## config.mk

```make
export PLATFORM = sky130hd
export DESIGN_NAME = skvt_ram
export DESIGN_NICKNAME = d
export VERILOG_FILES = /design/src/design/skvt_ram.sv
export SDC_FILE = /design/constraint.sdc
export NUM_CORES = 1
export LEC_CHECK = 0
export BUFFER_PORTS_ARGS = -buffer_cell sky130_fd_sc_hd__buf_2
export CAP_MARGIN = 20
export CORE_MARGIN = 3
export CORE_UTILIZATION = 44
export DETAILED_ROUTE_END_ITERATION = 12
export GPL_TIMING_DRIVEN = 1
export PLACE_DENSITY_LB_ADDON = 0.15
export SYNTH_ARGS = -nofsm -noshare
export SYNTH_HDL_FRONTEND = slang
export SYNTH_SLANG_ARGS = --single-unit
```

## constraint.sdc

```tcl
create_clock -name clk -period 4.95 [get_ports clk]
set_input_delay 0.495 -clock clk [delete_from_list [all_inputs] [get_ports clk]]
set_output_delay 0.495 -clock clk [all_outputs]
set_load 0.1 [all_outputs]
```

## src/design/skvt_ram.sv

```systemverilog
// generic simple dual-port ram: one write port, one read port with registered data
// no dependencies
module skvt_ram #(
	parameter int WIDTH = 8,
	parameter int DEPTH = 16,
	localparam int AW = (DEPTH > 1) ? $clog2(DEPTH) : 1
) (
	input  logic             clk,
	input  logic             we,
	input  logic [AW-1:0]    waddr,
	input  logic [WIDTH-1:0] wdata,
	input  logic [AW-1:0]    raddr,
	output logic [WIDTH-1:0] rdata
);

	logic [WIDTH-1:0] mem_q [DEPTH];

	always_ff @(posedge clk) begin
		if (we) begin
			mem_q[waddr] <= wdata;
		end
		rdata <= mem_q[raddr];
	end

endmodule

```

Yosys cells after proc, flatten, opt, wreduce, memory -nomap -nowiden

Memories as Yosys holds them, arrays and structs flattened. A register that Yosys moved wholly into a read port is not among the register bits.
Cells that the tools add are included.

Memories kept: 1
RAM bits: 128
Register bits after elaboration: 0

Memory list:

| memory | depth | bits a word | read ports | clocked after memory_dff | write ports | line | source |
|---|---|---|---|---|---|---|---|
| mem_q  | 16    | 8           | 1          | 1                        | 1           | 16   | `logic [WIDTH-1:0] mem_q [DEPTH];` |

Mux-type cells: 2

Operators with widths:

| kind             | number |
|---|---|
| 1-bit 2-to-1 mux | 2 |

Longest topological paths before layout

Gate-level depths: netlist of the first run.

Depth after elaboration: 2
Mapped depth: 5
Depth with buffers taken out: 3

Least setup slack after synthesis of the first run

Ideal clock, no wire load.

Path type: input -> register
From: input waddr[2]
To: memory mem_q[0][0] (enable)
Stages on the path: 2
Library setup time: 383 ps
Path buffers: 0
Path slack: 2962 ps
Required time: 4567 ps
Arrival time: 1605 ps
Path through: or3b_2 > nor3_1

RTL lines:

| item        | line | source |
|---|---|---|
| from (decl) | 10   | `input logic [AW-1:0] waddr,` |
| to (decl)   | 16   |  |

No word-level cell before the write port.

==> flow_summary.ini, run 1 <==
[status]
status = complete, no violations

[setup_path]
start_kind = primary input
end_kind = register
crit_required_ns = 5.23
arrival_ns = 2.25
worstPathMaxFanout = 20
critPathKind = in -> reg

[yosys]
ys_seq_elements = 136
muxShareOfSynthArea = 0.150
avgSynthCellArea_sq_um = 22.5
synth-compound-area-share = 0.0233
synthDistinctLibCells = 19
synth_top_family_by_area = multiplexers
ys.flop_type = edfxtp_1
synth.yosys.seq_area_share = 0.778
synth_nets = 247
netlist_instances = 229
yosysWarnings = 0
synth-xor-area-share = 0
synth_edf_count = 128
synthArstFlopShare = 0
synth_fa_ha_area_frac = 0
synth-simple-area-share = 0.0318
syn_area_sq_mm = 0.00515

[pwr]
leakage_nw = 2.00
seqPwrFrac = 0.471
switching_share = 0.210
pwr-share-comb = 0.061
p_int_mw = 2.17
power_density_mw_per_mm2 = 458
ir_drop_mv = 0.367
clkPwrFrac = 0.468
p_switching_uw = 579

[layout]
drive_above_1_share = 0.279
final_cell_mix = edfxtp_1, buf_2, mux4_2
final_nets = 285
num_antenna_cells = 0
utilization = 0.540
multi_input_area_sq_mm = 0.00106
final_common_cell = edfxtp_1
regArea_sq_mm = 0.00400
area_growth_pct = 16.7
fillers = 876

[detailed_routing]
drcViolationCount = 0
wl_um = 9890
drtAntennaViolNets = 0
via_count = 2333
wl_per_cell_um = 23.5
viasPerCell = 5.55
dr.pass1.iters = 4
drtIter0Drc = 200

[place]
globalplace.congestion = 0.694
hpwl_um = 6100
port_buffers = 25
place_ws_ns = 2.50

[sta]
drv_slew = 0
post-route-period-util = 0.399
hold-worst-slack_ns = 0.474
fmaxAchievable_ghz = 0.506
slew_headroom = 0.354
layout_setup_ws_ns = 2.97
final.setup.tns_ns = 0
hold_viol = 0
worst_slew_pin_slew_ns = 0.966
setup_viol = 0
post-route-min-period_ns = 1.98
rsz0062_at_grt = no
final.setup_skew_ns = 0.00447

[floorplanning]
dieArea_sq_mm = 0.0130
boundaryPins = 26
die_w_um = 114
dieHeight_um = 114
start_util = 0.463
rows = 38
coreArea_sq_mm = 0.0111

[cts]
cts_buffers = 17
tritoncts = yes
hold_buffers = 0
clk_latency_ns = 0.40
clkTransAtPathRegs_ns = 0.06
cts_resized = 0
cts.sinks = 136
clockBufferDepth = 2
clockRootBuffer = clkbuf_16
cts_setup_buffers = 0
htree_levels = 4

[global_route]
grt_usage = 0.168
grt_pass1_vias = 2424
grt_overflow_total = 0
grt_util_met1 = 0.253
grt_pass1_wl_um = 15100
use_met3 = 0.0597
grt_busiest_layer = met1
grt_max_degree = 33
antenna_found_initial = 0
use_met2 = 0.232

[min_path]
hold_class = in -> reg

[run]
cap_viol_max_count = 0
final timing paths:
| kind | startpoint | end | slack (ns) | depth (start not counted) |
|---|---|---|---|---|
| setup / recovery | raddr[0] | rdata[3]$_DFF_P_ | 2.97 | 5 |
| hold / removal | wdata[1] | mem_q[6][1]$_DFFE_PP_ | 0.47 | 1 |
| setup reg to reg | mem_q[0][3]$_DFFE_PP_ | rdata[3]$_DFF_P_ | 3.52 | 3 |
| hold reg to reg | mem_q[14][7]$_DFFE_PP_ | rdata[7]$_DFF_P_ | 0.67 | 3 |
power groups by stage:
stage | sequential [mW] | combinational [mW] | clock (mW)
3_5_place_dp | 1.32 | 0.170 | 0
5_1_grt | 1.30 | 0.180 | 1.36
6_report | 1.29 | 0.168 | 1.29
3_3_place_gp | 1.32 | 0.168 | 0
4_1_cts | 1.30 | 0.170 | 1.30
2_1_floorplan | 1.37 | 0.0654 | 0
cells in the mapped netlist (3+ instances only):
master	count	area (sq um)
edfxtp_1	128	3840
mux4_2	18	405
a22oi_1	16	120
mux4_1	14	368
nor2_1	13	48.8
nand2_1	9	33.8
dfxtp_1	8	160
nor3_1	4	20.0
buf_2	3	15.0
buf_6	3	33.8
clkdlybuf4s25_2	3	30.0
per-stage QoR:
stage	power, mW	cells	area, sq um
after floorplan	1.44	229	5150
after global placement	1.49	387	5390
after detailed placement	1.49	388	5400
after CTS	2.77	420	6010
after global routing	2.84	420	6010
final	2.75	420	6010
worst max-delay path, cell delays in order:
cell and delay, ns:
buf_2 0.51, buf_4 0.39, mux4_1 0.59, a22oi_1 0.19, nand2_1 0.06
cell families (layout without fill, tap and decap cells):
logic type / Yosys count / in the layout
buf+inv: 10 / 61
simple gates: 35 / 35
compound gates: 16 / 16
flops: 136 / 136
mux: 32 / 32
layout make-up:
cell class / instances / share of cell area
Clock buffer: 18 / 0.0714
Clock inverter: 14 / 0.0302
Multi-Input combinational cell: 83 / 0.177
Sequential cell: 136 / 0.667
Tap cell: 140 / 0.0292
Timing Repair Buffer: 29 / 0.0258
metal layers:
metal | part of all wire | up-vias
met4 | 0.0076 | 0
met1 | 0.50 | 1232
met2 | 0.45 | 47
met5 | 0 | -
met3 | 0.037 | 5
li1 | - | 1049
state kept, by name (all words and copies together) (netlist names):
name,cells
rdata,8
mem_q,128
Power figures use the tool's default switching activity.
==> inputs of run 2 (changes only) <==
==> constraint.sdc (replaced) <==
create_clock -name clk -period 1.9 [get_ports clk]
set_input_delay 0.19 -clock clk [delete_from_list [all_inputs] [get_ports clk]]
set_output_delay 0.19 -clock clk [all_outputs]
set_load 0.1 [all_outputs]
==> run 2 against run 1 <==
  * Die area is the same
  * Sequential power grew to 2.6 times the previous value
  * Worst setup slack got worse by 2.5 ns
  * Clock power rose to 3.0 times the previous value
  * Non-clock buffer count up 22
  * Routed wire length up 1.5%
  * Critical path type is now reg -> reg
  * Core utilization is 2.5 points higher
  * First-iteration DRC count decreased by 13%
  * Critical path depth is 2 lower
  * Hold slack lost 0.30 ns
==> flow_summary.ini, run 2 (same netlist as run 1, synthesis figures left out) <==
[setup_path]
critPathMaxStageDelay_ns = 0.52
worstPathMaxFanout = 1
worst-r2r-setup-slack_ns = 0.47
timing.rr.end = rdata[5]$_DFF_P_
end_kind = register
crit_required_ns = 2.17
critical-path-top-delay-family = multiplexers
r2r_start = mem_q[1][5]$_DFFE_PP_
start_kind = register
arrival_ns = 1.70
cpMaxStageDelayCell = mux4_1
critPathKind = reg -> reg
cp.buffers_inverters = 0
cp_cell_sequence = mux4_1 > a22oi_1 > nand2_1
reg2regPathDepth = 3

[detailed_routing]
drtIter0Drc = 174
via_count = 2455
dr.pass1.iters = 5
drcViolationCount = 0
wl_um = 10000
dr_wl_met3_um = 529
wl_per_cell_um = 22.7
highest_layer = met4
routed-wl-met2_um = 4810
wl_met1_um = 4630
viasPerCell = 5.55
drtAntennaViolNets = 0

[layout]
num_antenna_cells = 0
drive_above_1_share = 0.325
largest_register = mem_q
final_common_cell = edfxtp_1
fillers = 865
largest_reg_flops = 128
final_nets = 307
final_cell_mix = edfxtp_1, buf_2, buf_4
reg_top3 = mem_q (128), rdata (8)
area_growth_pct = 22.1

[sta]
drv_slew = 0
layout_setup_ws_ns = 0.469
post-route-min-period_ns = 1.43
fmaxAchievable_ghz = 0.699
rsz0062_at_grt = no
worst_slew_pin_slew_ns = 0.495
hold_viol = 0
slew_headroom = 0.672
final.setup_skew_ns = 0.00812
setup_viol = 0
post-route-period-util = 0.753
final.setup.tns_ns = 0

[floorplanning]
dieArea_sq_mm = 0.0130
die_w_um = 114
coreArea_sq_mm = 0.0111
rows = 38
dieHeight_um = 114
start_util = 0.463
boundaryPins = 26

[cts]
clockRootBuffer = clkbuf_16
tritoncts = yes
cts_resized = 0
clk_latency_ns = 0.40
hold_buffers = 0
htree_levels = 4
cts_setup_buffers = 0
cts_buffers = 17
clkTransAtPathRegs_ns = 0.06
clockBufferDepth = 2
cts.sinks = 136

[pwr]
p_total_mw = 7.70
ir_drop_mv = 0.532
leakage_nw = 2.17
power_density_mw_per_mm2 = 1220

[global_route]
grt_overflow_total = 0
grt_pass1_vias = 2575
grt_pass1_wl_um = 15500
grt_usage = 0.170
antenna_found_initial = 0
grt_max_degree = 33

[min_path]
min_from = wdata[6]
hold_class = in -> reg
hold_end = mem_q[7][6]$_DFFE_PP_
holdPathStages = 1

[run]
cap_viol_max_count = 0

[place]
globalplace.congestion = 0.728
port_buffers = 25
hpwl_um = 6370
place_ws_ns = 0.210

[status]
status = complete, no violations
==> run 2: cell types whose count changed in the layout (fill, tap and decap cells not counted), moves of 2 or more <==
cell / before / now
buf_4: 4 / 24
bufinv_16: 4 / 8
clkinv_2: 3 / 0
buf_12: 0 / 2
clkinv_1: 2 / 4
clkinvlp_4: 4 / 2
==> run 2: report_power, final <==
group / leakage, nW / internal [mW] / total [mW] / switching (mW)
sequential: 1.22 / 3.36 / 3.38 / 0.0201
clock: 0.333 / 2.71 / 3.86 / 1.15
combinational: 0.617 / 0.141 / 0.463 / 0.322
==> run 2: final cells by class <==
type / instances / area, sq um / share of cell area
clock buffers: 17 / 425 / 0.0677
flip-flops and latches: 136 / 4000 / 0.637
well taps: 140 / 175 / 0.0279
clock inverters: 15 / 279 / 0.0444
multi-input cells: 83 / 1060 / 0.168
repair buffers: 51 / 345 / 0.0549
==> run 2: worst register-to-register path, delay by kind of cell, from the launching register on <==
family / cells / cell delay, ns
compound gates: 1 / 0.31
mux: 1 / 0.52
flops: 1 / 0.35
simple gates: 1 / 0.12
==> run 2: how the worst max path moves through the flow <==
| stage | start | to | slack [ns] | cells past startpoint |
|---|---|---|---|---|
| floorplan | waddr[2] | mem_q[0][0]$_DFFE_PP_ | 0.22 | 2 |
| global placement | raddr[0] | rdata[2]$_DFF_P_ | 0.23 | 5 |
| detailed placement | raddr[0] | rdata[5]$_DFF_P_ | 0.21 | 5 |
| CTS | mem_q[1][5]$_DFFE_PP_ | rdata[5]$_DFF_P_ | 0.48 | 3 |
| global route | mem_q[1][5]$_DFFE_PP_ | rdata[5]$_DFF_P_ | 0.39 | 3 |
| finish | mem_q[1][5]$_DFFE_PP_ | rdata[5]$_DFF_P_ | 0.47 | 3 |
==> run 2: stage by stage <==
step | cells | hold slack, ns | instance area (sq um) | utilization
final | 442 | 0.176 | 6290 | 0.565
after global routing | 442 | 0.171 | 6290 | 0.565
after CTS | 442 | 0.160 | 6290 | 0.565
after detailed placement | 410 | 0.594 | 5580 | 0.502
after global placement | 410 | 0.579 | 5580 | 0.502
after floorplan | 229 | 0.289 | 5150 | -
==> run 2: metal layers <==
metal | global-route usage | vias up
li1 | - | 1096
met1 | 0.240 | 1287
met2 | 0.258 | 68
met3 | 0.0455 | 4
met4 | 0.0618 | 0
met5 | 0 | -
==> inputs of run 3 (changes only) <==
--- a/config.mk
+++ b/config.mk
@@ -5,6 +5,7 @@
 export SDC_FILE = /design/constraint.sdc
 export NUM_CORES = 1
 export LEC_CHECK = 0
+export ABC_AREA = 1
 export BUFFER_PORTS_ARGS = -buffer_cell sky130_fd_sc_hd__buf_2
 export CAP_MARGIN = 20
 export CORE_MARGIN = 3
==> constraint.sdc (replaced) <==
create_clock -name clk -period 1.43 [get_ports clk]
set_input_delay 0.143 -clock clk [delete_from_list [all_inputs] [get_ports clk]]
set_output_delay 0.143 -clock clk [all_outputs]
set_load 0.1 [all_outputs]
==> run 3 against run 2 <==
  * Core utilization is 3.8 points lower
  * Global-route usage increased by 2.3 points
  * Synthesized cell count rose by 140%
  * Worst setup slack lost 0.43 ns
  * Critical path depth decreased by 2
  * Largest power group is now sequential cells
  * Register-to-register slack got worse by 0.09 ns
  * Flip-flop and latch count unchanged
  * Final cell count rose by 77%
  * Critical path type is now reg -> out
  * Total power grew 19%
  * Clock power up 1%
  * Routed wire length grew 31%
  * Clock skew is 0.0037 ns lower
==> flow_summary.ini, run 3 <==
[status]
status = complete, no violations

[sta]
worst_slew_pin_slew_ns = 0.503
slew_headroom = 0.667
setup_viol = 0
post-route-min-period_ns = 1.39
post-route-period-util = 0.970
hold_viol = 0
hold-worst-slack_ns = 0.149
fmaxAchievable_ghz = 0.721
final.setup.tns_ns = 0
drv_slew = 0
rsz0062_at_grt = no
final.setup_skew_ns = 0.00445

[pwr]
power_density_mw_per_mm2 = 1360
ir_drop_mv = 0.520
p_total_mw = 9.15
leakage_nw = 2.93

[layout]
final_nets = 615
final_cell_mix = nand2_1, edfxtp_1, inv_1
area_growth_pct = 16.3
drive_above_1_share = 0.128
largest_register = mem_q
design_area_sq_mm = 0.00671
utilization = 0.527
reg_top3 = mem_q (128), rdata (8)
fillers = 1219
final_common_cell = nand2_1
largest_reg_flops = 128
num_antenna_cells = 0

[yosys]
syn_area_sq_mm = 0.00577
synth.top_cell.area_share = 0.667
ys.flop_type = edfxtp_1
yosysWarnings = 0
synthDistinctLibCells = 12
synth_area_leader_cell = edfxtp_1
synth_edf_count = 128
yosysMostFrequentCell = nand2_1
netlist_top_cells_count = nand2_1, edfxtp_1, inv_1
avgSynthCellArea_sq_um = 10.5
synth.yosys.seq_area_share = 0.694
netlist_instances = 551
ys_top_cells_by_area = edfxtp_1, nand2_1, nand3_1
synthArstFlopShare = 0
ys_seq_elements = 136
synth_nets = 569

[floorplanning]
dieArea_sq_mm = 0.0145
dieHeight_um = 120
coreArea_sq_mm = 0.0127
rows = 41
boundaryPins = 26
start_util = 0.453
die_w_um = 120

[cts]
clockRootBuffer = clkbuf_16
cts_resized = 0
hold_buffers = 0
cts_buffers = 17
cts.sinks = 136
clockBufferDepth = 2
htree_levels = 4
clkTransAtPathRegs_ns = 0.06
cts_setup_buffers = 0
clk_latency_ns = 0.41
tritoncts = yes

[min_path]
hold_class = in -> reg

[setup_path]
critPathMaxStageDelay_ns = 0.45
critPathKind = reg -> out
critical-path-top-delay-family = buffers and inverters
cp.buffers_inverters = 1
start_kind = register
crit_required_ns = 1.29
cp_cell_sequence = buf_2
arrival_ns = 1.24
end_kind = primary output
worstPathMaxFanout = 1
cpMaxStageDelayCell = buf_2

[place]
placed_cell_area_sq_mm = 0.00617
port_buffers = 25
hpwl_um = 8160
globalplace.congestion = 0.826

[global_route]
grt_pass1_wl_um = 20500
grt_max_degree = 65
grt_pass1_vias = 3676
grt_usage = 0.193
grt_overflow_total = 0
antenna_found_initial = 0

[detailed_routing]
viasPerCell = 4.82
wl_um = 13200
wl_per_cell_um = 16.9
drcViolationCount = 0
drtIter0Drc = 389
dr.pass1.iters = 4
drtAntennaViolNets = 0
via_count = 3773

[run]
cap_viol_max_count = 0
==> run 3: cell count changes after synthesis, moves of 14 or more <==
cell / previous run / this run
a22oi_1: 16 / 0
inv_1: 0 / 100
mux4_1: 14 / 0
mux4_2: 18 / 0
nand2_1: 9 / 173
nand3_1: 1 / 97
==> run 3: where the power goes <==
| group | leakage [nW] | switching, mW | total, mW | internal [mW] |
|---|---|---|---|---|
| logic | 1.44 | 0.573 | 0.748 | 0.176 |
| registers | 1.22 | 0.0274 | 4.49 | 4.46 |
| clock network | 0.266 | 1.48 | 3.91 | 2.43 |
==> run 3: layout make-up <==
cell class,instances,area (sq um),area share
multi-input combinational,289,1210,0.181
clock buffer,28,517,0.0770
clock inverter,4,18.8,0.00280
tap,172,215,0.0321
sequential,136,4000,0.597
timing repair buffer,51,358,0.0533
inverter,102,383,0.0571
==> run 3: metal layers <==
metal  global-route usage  up-vias  routed length [um]
met5                    0        -                   0
met4               0.0829        0                 308
met3               0.0421       19                 634
met2                0.303       80                6290
met1                0.262     1808                5950
li1                     -     1866                   -
==> run 3: path summary, 6_finish.rpt <==
path / slack, ns / endpoint / start / cells past startpoint
setup / recovery: 0.04 / rdata[2] / rdata[2]$_DFF_P_ / 1
hold / removal: 0.15 / mem_q[14][2]$_DFFE_PP_ / wdata[2] / 1
setup reg to reg: 0.38 / rdata[7]$_DFF_P_ / mem_q[3][7]$_DFFE_PP_ / 6
hold reg to reg: 0.68 / rdata[2]$_DFF_P_ / mem_q[10][2]$_DFFE_PP_ / 6
==> run 3: kinds of logic after synthesis <==
group,count (synthesis),synth area share
AND/OR/NAND/NOR,289,0.210
buffers and inverters,126,0.0952
flip-flops,136,0.694
==> run 3: per-stage QoR <==
stage / cells / setup slack (ns)
2_1_floorplan: 551 / 0.336
3_3_place_gp: 750 / 0.181
3_5_place_dp: 750 / 0.179
4_1_cts: 782 / 0.00444
5_1_grt: 782 / 0.0139
6_report: 782 / 0.0428
