## config.mk

```make
export PLATFORM = sky130hd
export DESIGN_NAME = skvt_ctrl
export DESIGN_NICKNAME = d
export VERILOG_FILES = /design/src/design/skvt_pkg.sv /design/src/design/skvt_ctrl.sv
export SDC_FILE = /design/constraint.sdc
export NUM_CORES = 1
export LEC_CHECK = 0
export BUFFER_PORTS_ARGS = -buffer_cell sky130_fd_sc_hd__buf_2
export CORE_ASPECT_RATIO = 0.6
export CORE_MARGIN = 3
export CORE_UTILIZATION = 47
export CTS_CLUSTER_SIZE = 40
export DETAILED_ROUTE_END_ITERATION = 6
export GPL_TIMING_DRIVEN = 0
export PLACE_DENSITY = 0.75
export SYNTH_ARGS = -nofsm -noshare
export SYNTH_HDL_FRONTEND = slang
export SYNTH_SLANG_ARGS = --single-unit
```

## constraint.sdc

```tcl
create_clock -name clk -period 8.3 [get_ports clk]
set_input_delay 0.415 -clock clk [delete_from_list [all_inputs] [get_ports clk]]
set_output_delay 0.415 -clock clk [all_outputs]
set_load 0.01 [all_outputs]
```

## src/design/skvt_pkg.sv

```systemverilog
// shared constants and types for the sorted key/value table
// no dependencies; used by skvt_ctrl and sorted_key_value_table_unit
package skvt_pkg;

	localparam int CAPACITY = 64;
	localparam int ADDR_W   = (CAPACITY > 1) ? $clog2(CAPACITY) : 1;
	localparam int CNT_W    = $clog2(CAPACITY + 1);
	localparam int KEY_W    = 32;
	localparam int VAL_W    = 32;
	localparam int ENTRY_W  = 7;

	localparam logic CMD_GET = 1'b0;
	localparam logic CMD_SET = 1'b1;

	localparam logic STATUS_OK   = 1'b0;
	localparam logic STATUS_FULL = 1'b1;

	typedef struct packed {
		logic [KEY_W-1:0] key;
		logic [VAL_W-1:0] value;
	} entry_t;

	typedef struct packed {
		logic              we;
		logic [ADDR_W-1:0] waddr;
		entry_t            wdata;
		logic [ADDR_W-1:0] raddr;
	} mem_req_t;

	typedef struct packed {
		logic             valid;
		logic             found;
		logic [VAL_W-1:0] value;
		logic             status;
		logic [CNT_W-1:0] count;
	} result_t;

endpackage

```

## src/design/skvt_ctrl.sv

```systemverilog
// search and insert sequencer: binary search over the entry ram, overwrite,
// and shift-up insert one entry per cycle; uses skvt_pkg
module skvt_ctrl (
	input  logic                clk,
	input  logic                arst_n,
	input  logic                in_valid,
	output logic                in_ready,
	input  logic                cmd,
	input  logic [31:0]         key,
	input  logic [31:0]         value_in,
	output skvt_pkg::mem_req_t  mem,
	input  skvt_pkg::entry_t    rd_data,
	output skvt_pkg::result_t   res,
	input  logic                res_take
);

	typedef enum logic [5:0] {
		ST_IDLE  = 6'b000001,
		ST_SRCH  = 6'b000010,
		ST_SCMP  = 6'b000100,
		ST_CHK   = 6'b001000,
		ST_SHIFT = 6'b010000,
		ST_RESP  = 6'b100000
	} state_t;

	localparam logic [skvt_pkg::CNT_W-1:0] CAP_CNT = skvt_pkg::CNT_W'(skvt_pkg::CAPACITY);

	state_t                             state_q;
	logic [skvt_pkg::CNT_W-1:0]         count_q;
	logic [skvt_pkg::CNT_W-1:0]         lo_q, hi_q, mid_q, dst_q;
	logic [skvt_pkg::CNT_W-1:0]         mid;
	logic                               cmd_q;
	logic [skvt_pkg::KEY_W-1:0]         key_q;
	logic [skvt_pkg::VAL_W-1:0]         val_q;
	logic                               found_q, status_q;
	logic [skvt_pkg::VAL_W-1:0]         vout_q;
	logic                               pend_s1;
	logic [skvt_pkg::ADDR_W-1:0]        pend_addr_s1;
	logic                               hit;

	assign mid      = lo_q + ((hi_q - lo_q) >> 1);
	assign hit      = (rd_data.key == key_q);
	assign in_ready = (state_q == ST_IDLE);

	always_comb begin
		mem       = '0;
		mem.wdata = '{key: key_q, value: val_q};
		unique case (state_q)
			ST_SRCH: begin
				mem.raddr = (lo_q < hi_q) ? mid[skvt_pkg::ADDR_W-1:0]
				                          : lo_q[skvt_pkg::ADDR_W-1:0];
			end
			ST_CHK: begin
				mem.we    = hit && (cmd_q == skvt_pkg::CMD_SET);
				mem.waddr = lo_q[skvt_pkg::ADDR_W-1:0];
			end
			ST_SHIFT: begin
				// move the entry read last cycle up by one, then drop in the new pair
				if (pend_s1) begin
					mem.we    = 1'b1;
					mem.waddr = pend_addr_s1;
					mem.wdata = rd_data;
				end else if (dst_q == lo_q) begin
					mem.we    = 1'b1;
					mem.waddr = lo_q[skvt_pkg::ADDR_W-1:0];
				end
				mem.raddr = dst_q[skvt_pkg::ADDR_W-1:0] - 1'b1;
			end
			ST_IDLE, ST_SCMP, ST_RESP: begin
			end
			default: begin
			end
		endcase
	end

	always_ff @(posedge clk or negedge arst_n) begin
		if (!arst_n) begin
			state_q <= ST_IDLE;
			count_q <= '0;
			pend_s1 <= 1'b0;
		end else begin
			pend_s1 <= 1'b0;
			unique case (state_q)
				ST_IDLE: begin
					if (in_valid) begin
						state_q <= ST_SRCH;
					end
				end
				ST_SRCH: begin
					if (lo_q < hi_q) begin
						state_q <= ST_SCMP;
					end else if (lo_q < count_q) begin
						state_q <= ST_CHK;
					end else if (cmd_q == skvt_pkg::CMD_SET && count_q != CAP_CNT) begin
						state_q <= ST_SHIFT;
					end else begin
						state_q <= ST_RESP;
					end
				end
				ST_SCMP: begin
					state_q <= ST_SRCH;
				end
				ST_CHK: begin
					if (!hit && cmd_q == skvt_pkg::CMD_SET && count_q != CAP_CNT) begin
						state_q <= ST_SHIFT;
					end else begin
						state_q <= ST_RESP;
					end
				end
				ST_SHIFT: begin
					pend_s1 <= (dst_q > lo_q);
					if (!pend_s1 && dst_q == lo_q) begin
						count_q <= count_q + 1'b1;
						state_q <= ST_RESP;
					end
				end
				ST_RESP: begin
					if (res_take) begin
						state_q <= ST_IDLE;
					end
				end
				default: begin
					state_q <= ST_IDLE;
				end
			endcase
		end
	end

	always_ff @(posedge clk) begin
		pend_addr_s1 <= dst_q[skvt_pkg::ADDR_W-1:0];
		unique case (state_q)
			ST_IDLE: begin
				cmd_q    <= cmd;
				key_q    <= key;
				val_q    <= value_in;
				lo_q     <= '0;
				hi_q     <= count_q;
				found_q  <= 1'b0;
				vout_q   <= '0;
				status_q <= skvt_pkg::STATUS_OK;
			end
			ST_SRCH: begin
				mid_q <= mid;
				dst_q <= count_q;
				if (lo_q >= hi_q && lo_q >= count_q && cmd_q == skvt_pkg::CMD_SET
				    && count_q == CAP_CNT) begin
					status_q <= skvt_pkg::STATUS_FULL;
				end
			end
			ST_SCMP: begin
				if (rd_data.key < key_q) begin
					lo_q <= mid_q + 1'b1;
				end else begin
					hi_q <= mid_q;
				end
			end
			ST_CHK: begin
				if (hit) begin
					found_q <= 1'b1;
					vout_q  <= rd_data.value;
				end else if (cmd_q == skvt_pkg::CMD_SET && count_q == CAP_CNT) begin
					status_q <= skvt_pkg::STATUS_FULL;
				end
			end
			ST_SHIFT: begin
				if (dst_q > lo_q) begin
					dst_q <= dst_q - 1'b1;
				end
			end
			ST_RESP: begin
			end
			default: begin
			end
		endcase
	end

	always_comb begin
		res.valid  = (state_q == ST_RESP);
		res.found  = found_q;
		res.value  = vout_q;
		res.status = status_q;
		res.count  = count_q;
	end

	a_count_bound: assert property (@(posedge clk) disable iff (!arst_n)
		count_q <= CAP_CNT)
		else $error("entry count above capacity");

	a_count_step: assert property (@(posedge clk) disable iff (!arst_n)
		count_q != $past(count_q) |-> count_q == $past(count_q) + 1'b1)
		else $error("entry count moved by more than one");

	a_search_order: assert property (@(posedge clk) disable iff (!arst_n)
		(state_q == ST_SRCH || state_q == ST_SCMP) |-> (lo_q <= hi_q && hi_q <= count_q))
		else $error("binary search bounds crossed");

	a_write_state: assert property (@(posedge clk) disable iff (!arst_n)
		mem.we |-> (state_q == ST_CHK || state_q == ST_SHIFT))
		else $error("ram write outside overwrite or insert");

	a_found_full: assert property (@(posedge clk) disable iff (!arst_n)
		res.valid |-> !(res.found && res.status == skvt_pkg::STATUS_FULL))
		else $error("hit reported together with full refusal");

endmodule

```

# Yosys cells after proc, flatten, opt, wreduce, memory -nomap -nowiden
# Cells that the tools add are included.
# W data, S select, Z words.
[totals]
mem_bits_ro = 0
word_cells = 98
input_bits = 133
out_inout_bits = 120
regBits = 147
ram_bits = 0
latchBits = 0
memories = 0
[op_classes]
eq_ne = 20
bitwise_logic = 0
n_addsub = 6
n_mux = 30
n_mul = 0
shift = 0
order_cmp = 6
n_reduce_logical = 22
div_mod_pow = 0
[ops]
columns = ["op", "count"]
rows = [
  ["$mux W64", 2],
  ["$pmux W32 S2", 1],
  ["$pmux W7 S2", 4],
  ["$mux W6", 8],
  ["$pmux W6 S6", 1],
  ["$mux W7", 5],
  ["$eq A32 B32 Y1", 1],
  ["$lt A32 B32 Y1", 1],
  ["$mux W32", 1],
  ["$ne A2 B2 Y1 const B", 9],
  ["$add A7 B1 Y7 const B", 2],
  ["$ge A7 B7 Y1", 2],
  ["$lt A7 B7 Y1", 2],
  ["$pmux W6 S2", 1],
  ["$reduce_and A2 Y1", 5],
  ["$logic_and A1 B1 Y1", 9],
  ["$add A7 B6 Y7", 1],
  ["$eq A7 B7 Y1", 1],
  ["$eq A7 B7 Y1 const B", 1],
  ["$gt A7 B7 Y1", 1],
  ["$ne A7 B7 Y1 const B", 1],
  ["$sub A7 B1 Y7 const B", 1],
  ["$sub A7 B7 Y7", 1],
  ["$eq A6 B1 Y1 const B", 1],
  ["15 further kinds", 22],
]

# Logic depth before layout (Yosys ltp)
# Gate-level depths: netlist of the first run.
[depth]
ltp_word = 6
depth_mapped = 14
mapped_depth_nobuf = 14

# Worst setup path after synthesis of the first run
# No wires, ideal clock.
[synth_path]
path_kind = "register -> register"
from = "register state_q[5]"
to = "register found_q (enable)"
path_stages_with_launch = 5
period_less_slack_ns = 7.192
n_path_buf = 0
arrival_ns = 6.816
slack_ns = 1.108
setup_ns = 0.376
required_ns = 7.924
cell_sequence = "dfrtp_1 -> nor2_1 -> nand2_1 -> nor3b_1 -> or2_2"
[synth_between]
elab_chain_len = 3
word_cells_on_any_way = 5
cone_classes = "eq/ne (3); reduce/logical (2)"
[synth_lines]
columns = ["element", "line_no", "rtl"]
rows = [
  ["start: declaration", "skvt_ctrl.sv:28", "state_t state_q;"],
  ["start signal: assignment", "skvt_ctrl.sv:78", "state_q <= ST_IDLE;"],
  ["start signal: assignment", "skvt_ctrl.sv:86", "state_q <= ST_SRCH;"],
  ["start signal: assignment", "skvt_ctrl.sv:91", "state_q <= ST_SCMP;"],
  ["$eq A6 B1 Y1", "-", ""],
  ["net in_ready", "skvt_ctrl.sv:7", "output logic in_ready,"],
  ["$reduce_bool A2 Y1 (no source line)", "-", ""],
  ["$reduce_and A2 Y1 (no source line)", "-", ""],
  ["end signal: assignment", "skvt_ctrl.sv:138", "found_q <= 1'b0;"],
  ["end signal: assignment", "skvt_ctrl.sv:159", "found_q <= 1'b1;"],
  ["end: declaration", "skvt_ctrl.sv:35", "logic found_q, status_q;"],
]
# The timed path passes the listed nets, and every way through them passes these cells.
# A chain may end at the register's enable or synchronous reset.

==> results of run 1 <==
per-stage QoR:
stage / hold slack [ps] / worst slack, ps / total power, mW
finish: 174 / 4330 / 4.12
global route: 147 / 4130 / 4.40
CTS: 160 / 4370 / 4.11
detailed placement: 339 / 4850 / 3.35
global placement: 337 / -2120 / 3.12
floorplan: 119 / 1110 / 2.63
final cells by class:
type / count / share of cell area
sequential: 147 / 0.430
multi-input combinational: 496 / 0.319
timing repair buffer: 259 / 0.135
clock buffer: 18 / 0.0430
tap: 203 / 0.0255
inverter: 58 / 0.0218
clock inverter: 14 / 0.0143
buffer: 25 / 0.0112
antenna: 1 / 0.000251
metal layers:
metal  part of all wire  vias to the layer above  track usage  wire (um)
met5                  0                        -            0          0
met4              0.012                        0       0.0444        267
met3              0.089                       18       0.0633       2000
met2               0.43                      280        0.366       9810
met1               0.47                     3093        0.366      10500
li1                   -                     3109            -          -
synth_stat cells (2+ instances only):
master and number:
o211ai_1 2, and4_1 2, and2_1 33, nor2b_1 7
xor2_1 7, nor2_1 29, nor3_2 2, nand2_1 152
xnor2_1 18, mux2_2 7, a211o_1 2, edfxtp_1 127
o21bai_1 5, buf_4 2, clkbuf_1 14, nand3_1 7
o21ai_0 48, a21boi_0 2, or2_2 4, buf_2 8
nor3_1 4, ha_1 63, nand3b_1 5, inv_1 58
fa_1 2, nand4_1 11, dfxtp_1 6, a21oi_1 29
a21o_1 6, a22o_1 7, dfrtp_1 13, nor3b_1 4
and3_1 4, nor4_1 4, o21a_1 5, o22ai_1 6
a211oi_1 3, o21ba_2 2
placed cells by master (no fill, tap or decap), types with 15 or more instances in the layout:
cell type / n
nor2_1: 29
and2_1: 33
clkbuf_16: 17
buf_2: 260
nand2_1: 152
inv_1: 58
ha_1: 63
a21oi_1: 29
edfxtp_1: 127
xnor2_1: 18
clkbuf_1: 15
o21ai_0: 48
where the power goes:
part / leakage (nW) / total (mW) / internal (mW) / switching (mW)
Sequential: 1.49 / 1.44 / 1.28 / 0.156
Clock: 0.265 / 0.763 / 0.423 / 0.339
Combinational: 2.89 / 1.92 / 0.748 / 1.17
cell families (layout without fill, tap and decap cells):
| logic type | after synthesis | count (layout) |
|---|---|---|
| simple gates | 275 | 275 |
| flops | 147 | 147 |
| compound gates | 124 | 124 |
| buf+inv | 83 | 374 |
| fa+ha+maj | 65 | 65 |
| xor+xnor | 25 | 25 |
| mux | 7 | 7 |
| other cells | 0 | 1 |
critical path, cell delays in order, from the launching register on:
cell and delay (ps):
edfxtp_1 510, ha_1 280, fa_1 400, xnor2_1 310, ha_1 300, a21o_1 180, a21oi_1 230, o21bai_1 90
a21oi_1 190, xnor2_1 160, a211o_1 330, buf_2 160
registers in the layout, summed over array words and instances, names as in the netlist:
signal,flops
pend_s1,1
cmd_q,1
pend_addr_s1,6
lo_q,7
state_q,6
status_q,1
dst_q,7
count_q,7
mid_q,7
val_q,32
found_q,1
hi_q,7
vout_q,32
key_q,32
worst max path at each step:
stage | end | slack (ps) | cells after the start
after floorplan | found_q | 1110 | 4
after global placement | hi_q[3] | -2120 | 5
after detailed placement | mem[4] | 4850 | 14
after CTS | mem[4] | 4370 | 14
after global routing | mem[4] | 4130 | 14
final | mem[5] | 4330 | 11
what timing repair did:
item                       4_1_cts  5_1_grt
setup endpoints to repair        0        0
hold buffers                     1        0
hold endpoints to repair        13        0
==> metrics.txt, run 1 <==
FF-to-FF End vout_q[31]; r2r startpoint key_q[29]; fin cells 1221; mux cell area share after synthesis 0.0101; Max Fanout on Critical Path 5; Post-Synth Adder-Cell Area 0.106; grt total ovfl 0; Synth cell types 54; Placement Rows 35; ys async rst share 0.0952; Yosys top cell area share 0.489; Synthesized Nets roughly 920; Die X around 170 um; WL/cell 18.5 um; vias per cell between 5 and 6; via count between 6000 and 7000; Util after Layout 0.632; outcome complete, no violations; Final #Nets 1202; post-synthesis cell count just over 700; first-pass GRT wire length around 34000 um; CTS Root Cell clkbuf_16; post-route antenna net violation count 0; main flop type after synthesis edfxtp_1; DRC 0; Syn-to-layout area delta 27.9%; Compound-Gate Fraction of Synth Area 0.0966; Layout Skew 14.9 ps; Worst VDD drop approximately 0.24 mV; reg2reg setup slack 5280 ps; CTS clk-pin slew, worst paths roughly 70 ps; register area share after synthesis 0.550; TritonCTS buffer count 17; Worst Hold Endpoint val_q[30]; CP startpoint kind flip-flop; Post-Synth XOR/XNOR Area 0.0281; Reg area ~4300 um2; multi-input logic area ~3200 um2; H-tree Lvls 4; dominant cells by area after synthesis edfxtp_1 49%, ha_1 10%, nand2_1 7.3%; mapped cell area 7790 um2; CTS sink cnt approximately 150; vias in the first global route approximately 6200; kind of critical path reg -> out; clk buf depth 2; fin crit share 0.478; Power Density around 410 nW/um2; Synth Area in Simple Gates 0.167; worst hold stages 1; Achievable Freq 252 MHz; chip height 106 um; Initial Util 0.494; EDFF count, synth around 130; antenna violations before repair 0; Ys Warns 0; post-CTS setup buffer count 0; Slew HR 0.450; Yosys top cell by area edfxtp_1; Max-cap violations 0; layout cells sized above 1 0.314; largest net degree at the start of global routing 34; post-CTS sizing 0; PortBufs 252; hold_sp value_in[30]; CTS tree done; Hold Crit Class in -> reg; post-synthesis sequential element count approximately 150; Total GRT Usage 0.246; final slew viol count 0; minimum clock period slightly below 4000 ps; largest family of logic cells by synthesized area simple AND/OR/NAND/NOR gates; LEAKAGE about 4.6 nW; Sum Neg Setup Slack 0 ps; Post-Syn Area per Cell roughly 11 um2; Slew @ Worst Pin approximately 820 ps; DR iter-0 viols ~530; CP Launch Point lo_q[0]; Post-DP Area between 9000 and 10000 um2; clk_lat worst skew roughly 400 ps; DIE AREA around 18000 um2; Hold Violations, Final 0; wirelength, routed 22600 um; final std cell area, no fill between 9000 and 10000 um2; core region area approximately 16000 um2; Crit. End Element output pin; HPWL Detailed 18100 um; RD Place Congestion 0.922; unrepaired setup endpoints after global routing no; fill cell count 1323; TritonRoute pass-1 iters 5; Placed Cells between 1000 and 1500; crit path DAT 3560 ps; Finish-stage setup viols 0; WP data required just under 8000 ps; Top Ports roughly 250; R2R cell count 7
(Power assumes the default switching activity.)
==> run 2: changes to the inputs <==
==> constraint.sdc (replaced) <==
create_clock -name clk -period 4 [get_ports clk]
set_input_delay 0.2 -clock clk [delete_from_list [all_inputs] [get_ports clk]]
set_output_delay 0.2 -clock clk [all_outputs]
set_load 0.01 [all_outputs]
==> run 2 against run 1 <==
Wire length is 4.3% higher. Sequential cell count unchanged. Final area up 6.7%.
==> metrics.txt, run 2 (synthesis gave the netlist of run 1 again) <==
R2R cell count 7; Total GRT Usage 0.257; final setup margin 255 ps; unrepaired setup endpoints after global routing no; Most Crowded Layer GR met2; Placement Rows 35; largest net degree at the start of global routing 34; reg2reg setup slack between 1000 and 1500 ps; dpl ws 749 ps; GRT met1 Usage 0.369; chip height approximately 110 um; CTS tree done; Top Ports ~250; Power Density slightly above 800 nW/um2; WP data required between 3000 and 4000 ps; CP startpoint kind flip-flop; most common cell after layout, fill and taps aside buf_2; hold_sp in_valid; HPWL Detailed approximately 18000 um; Worst Hold Endpoint state_q[1]; core region area 15800 um2; final std cell area, no fill 10600 um2; met2 Usage GRT 0.395; minimum clock period between 3000 and 4000 ps; Util after Layout 0.675; layout cells sized above 1 0.295; Min Hold Slack roughly 46 ps; Design Power roughly 8.6 mW; clk_lat worst skew 410 ps; CTS Root Cell clkbuf_16; commonest cells after routing, fill and taps aside 260 x buf_2, 152 x nand2_1, 127 x edfxtp_1; Max Fanout on Critical Path 5; Hold Crit Class in -> reg; fill cell count 1206; Finish-stage setup viols 0; CTS sink cnt approximately 150; outcome complete, no violations; Initial Util 0.494; WL/cell approximately 18 um; first-pass GRT wire length 35800 um; fin crit share 0.936; PortBufs 252; wirelength, routed around 24000 um; antenna violations before repair 0; clk buf depth 2; Worst VDD drop 0.547 mV; via count 6777; met3 Use GR 0.0611; DIE AREA 18200 um2; final slew viol count 0; crit path DAT approximately 3500 ps; DR iter-0 viols approximately 550; fin cells 1285; DRC 0; largest registers key_q x32, val_q x32, vout_q x32; worst hold stages 3; vias per cell 5.27; Antenna Cells 0; RD Place Congestion between 0.9 and 1; kind of critical path reg -> out; CTS clk-pin slew, worst paths approximately 70 ps; Sum Neg Setup Slack 0 ps; Achievable Freq 267 MHz; TritonCTS buffer count 17; H-tree Lvls 4; Crit. End Element output pin; Hold Violations, Final 0; vias in the first global route 6731; FF-to-FF End vout_q[31]; TritonRoute pass-1 iters 6; Placed Cells ~1200; post-route antenna net violation count 0; Die X ~170 um; Slew HR 0.426; Layout Skew 15.1 ps; LEAKAGE roughly 4.9 nW; Final #Nets approximately 1300; r2r startpoint key_q[29]; Max-cap violations 0; Syn-to-layout area delta 36.5%; Slew @ Worst Pin 859 ps; grt total ovfl 0; Post-DP Area approximately 9400 um2
-- run 2: report_power, final --
part	internal [mW]	switching (mW)	total (mW)	leakage, nW
logic	1.68	2.45	4.13	3.18
clock network	0.813	0.686	1.50	0.262
registers	2.67	0.332	3.00	1.49
total	5.16	3.47	8.63	4.93
-- run 2: how the worst max path moves through the flow --
stage | from | to | slack [ps]
2_1_floorplan | state_q[5] | found_q | 420
4_1_cts | lo_q[0] | mem[4] | 230
3_3_place_gp | state_q[5] | vout_q[22] | -670
6_report | lo_q[0] | mem[4] | 260
5_1_grt | lo_q[0] | mem[4] | 2
3_5_place_dp | lo_q[0] | mem[4] | 750
-- run 2: per-layer routing --
layer / wire, um / share of wire / vias to the layer above
met3: 2020 / 0.086 / 28
met1: 10700 / 0.46 / 3202
met5: 0 / 0 / -
li1: - / - / 3236
met4: 311 / 0.013 / 0
met2: 10500 / 0.44 / 311
-- run 2: cell type report --
class / instances / area (um2) / area share
flip-flops and latches: 147 / 4290 / 0.403
multi-input cells: 496 / 3190 / 0.300
repair buffers: 324 / 2030 / 0.191
clock buffers: 18 / 429 / 0.0403
well taps: 203 / 254 / 0.0239
inverters: 58 / 218 / 0.0205
clock inverters: 14 / 116 / 0.0109
plain buffers: 25 / 111 / 0.0105
-- run 2: critical path, stage by stage (launching register included) --
cell and delay (ps):
edfxtp_1 510, ha_1 280, fa_1 400, nor2b_1 120, o21ai_0 100, a21boi_1 230
nor2_1 80, ha_1 310, inv_1 60, nor2_1 100, nor2_1 70, xnor2_1 250
a21oi_1 180, o22ai_1 250, buf_2 200
-- run 2: timing repair --
| action | 4_1_cts | 5_1_grt |
|---|---|---|
| gates resized for setup | 0 | 1 |
| buffers inserted | 0 | 2 |
| endpoints found under the setup margin | 0 | 1 |
| hold buffers | 66 | 0 |
| hold endpoints to repair | 79 | 0 |
